[src/sv/sba_pkg.sv]
// ----------------------------------------------------------------------------
// sba_pkg
// Shared codes, defaults and controller/datapath interface types for the
// segment bitmap allocator.
// ----------------------------------------------------------------------------
`default_nettype none

package sba_pkg;

  localparam int SEG_BITS      = 32;
  localparam int MAP_WORDS_DEF = 32;

  localparam logic [1:0] KIND_FIND = 2'd0;
  localparam logic [1:0] KIND_USED = 2'd1;
  localparam logic [1:0] KIND_FREE = 2'd2;

  localparam logic [1:0] STATUS_OK    = 2'd0;
  localparam logic [1:0] STATUS_FULL  = 2'd1;
  localparam logic [1:0] STATUS_RANGE = 2'd2;

  // Commands from the controller to the datapath.
  typedef struct packed {
    logic load;   // take a new item from the input ports
    logic sweep;  // walk map words for a find or a mark
    logic clear;  // write one zero word of the post-reset clearing pass
  } sba_cmd_t;

  // Status from the datapath to the controller.
  typedef struct packed {
    logic imm;         // item on the ports finishes without touching the map
    logic sweep_done;  // current sweep finishes this cycle
    logic clear_done;  // last word of the clearing pass is written this cycle
  } sba_stat_t;

endpackage

`default_nettype wire

[src/sv/segment_bitmap_allocator.sv]
// ----------------------------------------------------------------------------
// segment_bitmap_allocator
// First-fit contiguous segment allocator over a used/free bitmap held in RAM.
// ----------------------------------------------------------------------------
// Sequencing: a find reads one map word per cycle from word 0 and stops at the first word
//   that completes a free run, or at the last map word; a mark walks the words it spans;
//   zero lengths, unused kinds and marks that start past the map end finish without a sweep.
// Throughput: one item at a time; for an item that walks the map, busy stays high until done.
// Reset: rst clears control state, then a clearing pass writes zero to every map word
//   with busy high. The receiver cannot stall done.
`default_nettype none

module segment_bitmap_allocator
  import sba_pkg::*;
#(
  parameter int MAP_WORDS = MAP_WORDS_DEF
) (
  input  wire logic        clk,
  input  wire logic        rst,
  input  wire logic        start,
  output logic             busy,
  input  wire logic [1:0]  kind,
  input  wire logic [9:0]  first_segment,
  input  wire logic [10:0] run_length,
  output logic             done,
  output logic      [1:0]  status,
  output logic      [9:0]  found_segment
);

  // Command and status between controller and datapath.
  sba_cmd_t  cmd;
  sba_stat_t stat;

  // Controller: owns the state machine, busy and the done strobe.
  sba_ctrl u_ctrl (
    .clk   (clk),
    .rst   (rst),
    .start (start),
    .busy  (busy),
    .done  (done),
    .cmd   (cmd),
    .stat  (stat)
  );

  // Datapath: decodes the item, walks the map, scans for free runs, applies
  // mark masks and holds the result until the next item completes.
  sba_dpath #(
    .MAP_WORDS (MAP_WORDS)
  ) u_dpath (
    .clk           (clk),
    .rst           (rst),
    .cmd           (cmd),
    .stat          (stat),
    .kind          (kind),
    .first_segment (first_segment),
    .run_length    (run_length),
    .status        (status),
    .found_segment (found_segment)
  );

endmodule

`default_nettype wire

[src/sv/sba_ram.sv]
// ----------------------------------------------------------------------------
// sba_ram
// Generic simple dual-port RAM: one write port, one read port, registered read.
// ----------------------------------------------------------------------------
`default_nettype none

module sba_ram #(
  parameter int WIDTH = 32,
  parameter int DEPTH = 32,
  localparam int AW = (DEPTH > 1) ? $clog2(DEPTH) : 1
) (
  input  wire logic             clk,
  input  wire logic             we,
  input  wire logic [AW-1:0]    waddr,
  input  wire logic [WIDTH-1:0] wdata,
  input  wire logic [AW-1:0]    raddr,
  output logic      [WIDTH-1:0] rdata
);

  logic [WIDTH-1:0] mem [DEPTH];

  always_ff @(posedge clk) begin
    if (we) begin
      mem[waddr] <= wdata;
    end
    rdata <= mem[raddr];
  end

endmodule

`default_nettype wire

[src/sv/sba_ctrl.sv]
// ----------------------------------------------------------------------------
// sba_ctrl
// Controller: clearing pass after reset, item acceptance, sweep sequencing
// and the one-cycle done strobe.
// ----------------------------------------------------------------------------
`default_nettype none

module sba_ctrl
  import sba_pkg::*;
(
  input  wire logic      clk,
  input  wire logic      rst,
  input  wire logic      start,
  output logic           busy,
  output logic           done,
  output sba_cmd_t       cmd,
  input  wire sba_stat_t stat
);

  typedef enum logic [1:0] {
    ST_CLEAR,
    ST_IDLE,
    ST_SWEEP
  } state_t;

  state_t state;

  assign busy = (state != ST_IDLE);

  always_comb begin
    cmd.load  = start && (state == ST_IDLE);
    cmd.sweep = (state == ST_SWEEP);
    cmd.clear = (state == ST_CLEAR);
  end

  always_ff @(posedge clk) begin
    if (rst) begin
      state <= ST_CLEAR;
      done  <= 1'b0;
    end else begin
      done <= 1'b0;
      case (state)
        ST_CLEAR: begin
          if (stat.clear_done) begin
            state <= ST_IDLE;
          end
        end
        ST_IDLE: begin
          if (start) begin
            if (stat.imm) begin
              done <= 1'b1;
            end else begin
              state <= ST_SWEEP;
            end
          end
        end
        ST_SWEEP: begin
          if (stat.sweep_done) begin
            done  <= 1'b1;
            state <= ST_IDLE;
          end
        end
        default: begin
          state <= ST_IDLE;
        end
      endcase
    end
  end

  // An accepted item either finishes at once or keeps the block busy.
  assert property (@(posedge clk) disable iff (rst) start && !busy |=> busy || done)
    else $error("accepted item neither completed nor held busy");

  // No result comes out of the clearing pass.
  assert property (@(posedge clk) disable iff (rst) done |-> $past(state) != ST_CLEAR)
    else $error("done strobe during clearing pass");

endmodule

`default_nettype wire

[src/sv/sba_dpath.sv]
// ----------------------------------------------------------------------------
// sba_dpath
// Datapath: request decode, word walker, map RAM, per-word free-run scan,
// range masking for marks, and result registers.
// ----------------------------------------------------------------------------
`default_nettype none

module sba_dpath
  import sba_pkg::*;
#(
  parameter int MAP_WORDS = MAP_WORDS_DEF
) (
  input  wire logic        clk,
  input  wire logic        rst,
  input  wire sba_cmd_t    cmd,
  output sba_stat_t        stat,
  input  wire logic [1:0]  kind,
  input  wire logic [9:0]  first_segment,
  input  wire logic [10:0] run_length,
  output logic      [1:0]  status,
  output logic      [9:0]  found_segment
);

  localparam int TOTAL = MAP_WORDS * SEG_BITS;
  localparam int AW    = (MAP_WORDS > 1) ? $clog2(MAP_WORDS) : 1;
  localparam int WCW   = $clog2(MAP_WORDS + 1);
  localparam int PW    = $clog2(TOTAL + 2048);

  // request decode
  logic          is_find;
  logic          is_mark;
  logic [PW-1:0] first_pos;
  logic [PW-1:0] end_pos;
  logic [PW-1:0] hi_pos;
  logic [PW-1:0] last_pos;
  logic          range_err;
  logic          imm_range;

  // latched request
  logic          find_q;
  logic          free_q;
  logic [10:0]   len_q;
  logic [AW-1:0] first_word_q;
  logic [4:0]    first_bit_q;
  logic [AW-1:0] last_word_q;
  logic [4:0]    last_bit_q;
  logic          range_err_q;
  logic [AW-1:0] stop_word;

  // walker
  logic [WCW-1:0] cnt;
  logic           issue;
  logic           rd_valid;
  logic [AW-1:0]  rd_word;
  logic [31:0]    rd_data;
  logic [10:0]    carry;

  // scan
  logic [31:0]   has_l [6];
  logic [4:0]    idx_l [6][32];
  logic [11:0]   run_len [32];
  logic [31:0]   hit;
  logic          hit_any;
  logic [4:0]    hit_idx;
  logic [11:0]   carry_out;
  logic [PW-1:0] start_pos;

  // mark
  logic [31:0] lo_mask;
  logic [31:0] hi_mask;
  logic [31:0] mark_mask;
  logic        ram_we;
  logic [AW-1:0] waddr;
  logic [31:0] wdata;

  always_comb begin
    is_find   = (kind == KIND_FIND);
    is_mark   = kind inside {KIND_USED, KIND_FREE};
    first_pos = PW'(first_segment);
    end_pos   = first_pos + PW'(run_length);
    range_err = (end_pos > PW'(TOTAL));
    hi_pos    = range_err ? PW'(TOTAL) : end_pos;
    last_pos  = hi_pos - PW'(1);
    imm_range = is_mark && (run_length != 11'd0) && (first_pos >= PW'(TOTAL));
  end

  assign issue = (cnt <= WCW'(stop_word));

  // Free-run scan of one word: locate the nearest used bit at or below each
  // position (log-step prefix), then the free-run length ending there.
  always_comb begin
    for (int i = 0; i < 32; i++) begin
      has_l[0][i] = rd_data[i];
      idx_l[0][i] = 5'(i);
    end
    for (int k = 0; k < 5; k++) begin
      for (int i = 0; i < 32; i++) begin
        if ((i >= (1 << k)) && !has_l[k][i]) begin
          has_l[k+1][i] = has_l[k][i - (1 << k)];
          idx_l[k+1][i] = idx_l[k][i - (1 << k)];
        end else begin
          has_l[k+1][i] = has_l[k][i];
          idx_l[k+1][i] = idx_l[k][i];
        end
      end
    end
    for (int i = 0; i < 32; i++) begin
      run_len[i] = has_l[5][i] ? (12'(i) - 12'(idx_l[5][i]))
                               : (12'(carry) + 12'(i + 1));
      hit[i]     = (run_len[i] >= 12'(len_q));
    end
    hit_any = |hit;
    hit_idx = 5'd0;
    for (int i = 31; i >= 0; i--) begin
      if (hit[i]) begin
        hit_idx = 5'(i);
      end
    end
    carry_out = has_l[5][31] ? (12'd31 - 12'(idx_l[5][31])) : (12'(carry) + 12'd32);
    start_pos = PW'({rd_word, hit_idx}) + PW'(1) - PW'(len_q);
  end

  always_comb begin
    lo_mask   = (rd_word == first_word_q) ? (32'hFFFF_FFFF << first_bit_q) : '1;
    hi_mask   = (rd_word == last_word_q) ? (32'hFFFF_FFFF >> (5'd31 - last_bit_q)) : '1;
    mark_mask = lo_mask & hi_mask;
    ram_we    = cmd.clear || (cmd.sweep && rd_valid && !find_q);
    waddr     = cmd.clear ? cnt[AW-1:0] : rd_word;
    if (cmd.clear) begin
      wdata = '0;
    end else if (free_q) begin
      wdata = rd_data & ~mark_mask;
    end else begin
      wdata = rd_data | mark_mask;
    end
  end

  always_comb begin
    stat.imm        = !(is_find || is_mark) || (run_length == 11'd0) || imm_range;
    stat.clear_done = cmd.clear && (cnt == WCW'(MAP_WORDS - 1));
    stat.sweep_done = rd_valid && ((find_q && hit_any) || (rd_word == stop_word));
  end

  sba_ram #(
    .WIDTH (SEG_BITS),
    .DEPTH (MAP_WORDS)
  ) u_map (
    .clk   (clk),
    .we    (ram_we),
    .waddr (waddr),
    .wdata (wdata),
    .raddr (cnt[AW-1:0]),
    .rdata (rd_data)
  );

  // walker control
  always_ff @(posedge clk) begin
    if (rst) begin
      cnt      <= '0;
      rd_valid <= 1'b0;
    end else begin
      rd_valid <= cmd.sweep && issue;
      if (cmd.load) begin
        cnt      <= is_find ? '0 : WCW'(first_pos[AW+4:5]);
        rd_valid <= 1'b0;
      end else if (cmd.clear || (cmd.sweep && issue)) begin
        cnt <= cnt + WCW'(1);
      end
    end
  end

  // request and scan payload
  always_ff @(posedge clk) begin
    rd_word <= cnt[AW-1:0];
    if (cmd.load) begin
      find_q       <= is_find;
      free_q       <= (kind == KIND_FREE);
      len_q        <= run_length;
      first_word_q <= first_pos[AW+4:5];
      first_bit_q  <= first_pos[4:0];
      last_word_q  <= last_pos[AW+4:5];
      last_bit_q   <= last_pos[4:0];
      range_err_q  <= range_err;
      stop_word    <= is_find ? AW'(MAP_WORDS - 1) : last_pos[AW+4:5];
      carry        <= '0;
    end else if (cmd.sweep && rd_valid && find_q) begin
      carry <= carry_out[10:0];
    end
  end

  // result registers
  always_ff @(posedge clk) begin
    if (cmd.load && stat.imm) begin
      status        <= imm_range ? STATUS_RANGE : STATUS_OK;
      found_segment <= '0;
    end else if (cmd.sweep && stat.sweep_done) begin
      if (find_q) begin
        status        <= hit_any ? STATUS_OK : STATUS_FULL;
        found_segment <= hit_any ? start_pos[9:0] : 10'd0;
      end else begin
        status        <= range_err_q ? STATUS_RANGE : STATUS_OK;
        found_segment <= '0;
      end
    end
  end

  // A mark sweep writes back every word it has read.
  assert property (@(posedge clk) disable iff (rst)
      cmd.sweep && rd_valid && !find_q |-> ram_we)
    else $error("mark word read but not written back");

  // Mark write-backs stay within the requested word span.
  assert property (@(posedge clk) disable iff (rst)
      cmd.sweep && ram_we |-> rd_word >= first_word_q && rd_word <= last_word_q)
    else $error("mark write outside requested span");

  // A find that hits reports ok.
  assert property (@(posedge clk) disable iff (rst)
      cmd.sweep && stat.sweep_done && find_q && hit_any |=> status == STATUS_OK)
    else $error("find hit not reported as ok");

endmodule

`default_nettype wire

[config.mk]
export PLATFORM = sky130hd
export DESIGN_NAME = segment_bitmap_allocator
export DESIGN_NICKNAME = d
export VERILOG_FILES = /design/src/sv/sba_pkg.sv /design/src/sv/segment_bitmap_allocator.sv /design/src/sv/sba_ram.sv /design/src/sv/sba_ctrl.sv /design/src/sv/sba_dpath.sv
export SDC_FILE = /design/constraint.sdc
export NUM_CORES = 2
export LEC_CHECK = 0
export BUFFER_PORTS_ARGS = -buffer_cell sky130_fd_sc_hd__buf_4
export CAP_MARGIN = 25
export CELL_PAD_IN_SITES_DETAIL_PLACEMENT = 1
export CELL_PAD_IN_SITES_GLOBAL_PLACEMENT = 2
export CORE_UTILIZATION = 30
export CTS_BUF_LIST = sky130_fd_sc_hd__clkbuf_4 sky130_fd_sc_hd__clkbuf_8
export DETAILED_ROUTE_END_ITERATION = 12
export HOLD_SLACK_MARGIN = 0.08
export PLACE_DENSITY_LB_ADDON = 0.1
export SLEW_MARGIN = 5
export SYNTH_ARGS = -nofsm -noshare
export SYNTH_HDL_FRONTEND = slang
export SYNTH_SLANG_ARGS = --single-unit
[constraint.sdc]
create_clock -name clk -period 8.3 [get_ports clk]
set_input_delay 0.83 -clock clk [delete_from_list [all_inputs] [get_ports clk]]
set_output_delay 0.83 -clock clk [all_outputs]
set_load 0.01 [all_outputs]
==> impl_metrics.toml <==
[power_and_ir_drop]
vdd_ir_drop_max_v = 0.000271
power_frac_seq = 0.313
p_int_mw = 14.4
powerDensity_nw_per_um2 = 353
p_sw_frac = 0.422
switching_power_mw = 10.5
p_clk_frac = 0.205
pwr-share-comb = 0.482
power_leakage_nw = 24.7

[global_route]
grt_pass1_wl_mm = 347
antenna_found_initial = 10
grt_pass1_vias = 43600
grt_remaining_overflow = 0
grt_max_degree = 84
grt_use_total = 0.240

[placed_design]
place.gp.congestion = 0.882
port_buffers = 39
dp_cells = 7270
place_hpwl_mm = 165

[yosys]
synth-seq-cells = 1133
ys_async_sr_fraction = 0
ys_types = 91
syn_area_um2 = 61000
ys_seq_area_frac = 0.546
ys_warn_count = 0
synthesis.instances = 4536
synth_edf_count = 1063
syn_avg_cell_area_um2 = 13.5
ys.flop_type = "edfxtp_1"
synthesis.nets = 4998

[clock_network]
cts_setup_buffers = 0
cts_tree = "built"
clk_latency_ns = 0.95
cts.sinks = 1133
clk_pin_slew_ns = 0.06
cts-resized-gates = 0
clock_path_buffers = 3
cts_hold_buf = 21
cts_buffers = 196
htree_num_levels = 4
cts_root_buf = "clkbuf_8"

[route]
wl_met1_mm = 109
viasPerCell = 5.43
dr_wl_met3_mm = 7.78
first_iter_violations = 3032
wl_met2_mm = 123
drtAntennaViolNets = 0
highest_layer = "met5"
routed_wl_mm = 247
vias = 41600
wl_per_cell_um = 32.3
drc = 0
dr.pass1.iters = 5

[die]
die_height_um = 453
row_count = 165
pin_count = 40
initial_core_util = 0.302
die_area_um2 = 205000
die-width_um = 453
core_um2 = 202000

[critical_path]
cpMostUsedCell = "a21oi_1"
end_kind = "register"
crit_type = "reg2reg"
slowest_stage = "nor4_1"
cp_slowest_stage_delay_ns = 0.85
crit_fanout = 17
worst_ep_arrival_time_ns = 8.50
r2r_start = "u_dpath.u_map.rdata[12]"
cp.required_ns = 9.10
r2r-end = "u_dpath.found_segment[9]"
critPathBufInv = 0
setup.worst_path.start_class = "register"
r2r_setup_slack_ns = 0.60
rr_worst_depth = 32
critPathTopFamily = "compound AO/OA/AOI/OAI gates"

[timing]
fmax_mhz = 130
grt_setup_unrepaired = "no"
tightest_slew_ns = 1.02
skew_ns = 0.0846
fin_setup_tns_ns = 0
setup_viol = 0
finalCritPeriodShare = 0.928
relSlewSlack = 0.315
drv_slew = 0
finalHoldViolCount = 0
fin_crit_ns = 7.70

[finish]
layout.nets = 5286
fill_cells = 21300
final_util = 0.350
fin_cells = 7656
area_growth_pct = 15.8
drive_gt1_frac = 0.224
final_common_cell = "edfxtp_1"
multiInputGateArea_um2 = 26900
seqCellArea_um2 = 33300
mostFrequentLayoutCells = "edfxtp_1 (1063), ha_1 (432), nor2_1 (388), mux4_2 (320), a21oi_1 (297)"

[job]
drv_cap = 0

[worst_hold_path]
min_path_cells = 2
hold_path.class = "in2reg"
hp-start = "rst"
hold_path_end = "u_dpath.cnt[2]"

[run_status]
outcome = "complete, no violations"
## cell type report
| cell class | count | area share |
|---|---|---|
| Antenna cell | 7 | 0.000248 |
| Clock buffer | 263 | 0.0462 |
| Clock inverter | 88 | 0.00910 |
| Inverter | 105 | 0.00558 |
| Multi-Input combinational cell | 3052 | 0.380 |
| Sequential cell | 1133 | 0.472 |
| Tap cell | 2672 | 0.0473 |
| Timing Repair Buffer | 336 | 0.0399 |
## power by group through the flow
stage | combinational (mW) | sequential [mW] | clock (mW)
global route | 13.0 | 7.88 | 5.50
detailed placement | 12.0 | 7.94 | 0
global placement | 12.0 | 7.93 | 0
finish | 12.0 | 7.82 | 5.12
CTS | 12.1 | 7.83 | 5.29
floorplan | 7.16 | 7.48 | 0
## through the flow
| stage | setup slack [ns] | hold slack, ns | instance area [um^2] | power, mW |
|---|---|---|---|---|
| finish | 0.597 | 0.217 | 70700 | 25.0 |
| global route | 0.0725 | 0.147 | 70700 | 26.3 |
| CTS | 0.625 | 0.0881 | 70600 | 25.2 |
| detailed placement | 0.648 | 0.453 | 66400 | 20.0 |
| global placement | 0.696 | 0.452 | 66300 | 19.9 |
| floorplan | 2.16 | 0.354 | 61000 | 14.6 |
## kinds of logic (layout without fill, tap and decap cells)
kind of cell             Yosys count  in the layout  share of synthesized area
other                              0              7                          0
adder cells (fa/ha/maj)          436            436                     0.0896
multiplexers                     382            382                      0.129
flip-flops                      1133           1133                      0.546
buffers and inverters            351            792                     0.0221
AND/OR/NAND/NOR                 1102           1102                     0.0855
AO/OA/AOI/OAI                    893            893                     0.0932
XOR/XNOR                         239            239                     0.0343
## worst register-to-register path, delay by kind of cell, from the launching register on
| family | cells | cell delay (ns) |
|---|---|---|
| flops | 1 | 0.55 |
| fa+ha+maj | 4 | 1.31 |
| xor+xnor | 1 | 0.14 |
| simple gates | 8 | 2.08 |
| mux | 1 | 0.13 |
| compound gates | 18 | 3.41 |
## sequential cells by signal, indices dropped and copies added, names as in the netlist
signal / cells
u_dpath.found_segment: 10
u_dpath.u_map.rdata: 32
u_ctrl.done: 1
u_dpath.last_word_q: 5
u_dpath.cnt: 6
u_dpath.first_bit_q: 5
u_dpath.rd_word: 5
u_dpath.status: 2
u_ctrl.state: 2
u_dpath.u_map.mem: 1024
u_dpath.rd_valid: 1
u_dpath.stop_word: 5
u_dpath.carry: 11
u_dpath.last_bit_q: 5
u_dpath.range_err_q: 1
u_dpath.find_q: 1
u_dpath.len_q: 11
u_dpath.free_q: 1
u_dpath.first_word_q: 5
## per-layer routing
metal	vias up	track usage
met3	294	0.0254
met2	870	0.412
met4	2	0.0733
li1	18300	-
met5	-	0
met1	22100	0.317
## synthesized netlist by cell type (44+ instances only)
master    instances  area share
edfxtp_1       1063        0.52
ha_1            434       0.089
nor2_1          430       0.026
mux4_2          320        0.12
a21oi_1         298       0.024
nand2_1         250       0.015
clkbuf_1        178       0.011
o21ai_0         174       0.014
xnor2_1         120       0.017
xor2_1          119       0.017
inv_1           103      0.0063
nand3_1          74      0.0061
dfxtp_1          70       0.023
a21o_1           59      0.0073
nor3_1           56      0.0046
nand2b_1         50      0.0051
buf_1            48      0.0030
or3_1            45      0.0046
a211oi_1         44      0.0054
## worst max-delay path by stage
stage	from	end	slack (ns)	cells past startpoint
global placement	u_dpath.u_map.rdata[12]	u_dpath.found_segment[9]	0.70	30
floorplan	u_dpath.u_map.rdata[2]	u_dpath.found_segment[9]	2.16	34
CTS	u_dpath.u_map.rdata[12]	u_dpath.found_segment[9]	0.62	34
finish	u_dpath.u_map.rdata[12]	u_dpath.found_segment[9]	0.60	32
detailed placement	u_dpath.u_map.rdata[12]	u_dpath.found_segment[9]	0.65	34
global route	u_dpath.u_map.rdata[12]	u_dpath.found_segment[9]	0.07	34
(Power assumes the default switching activity.)
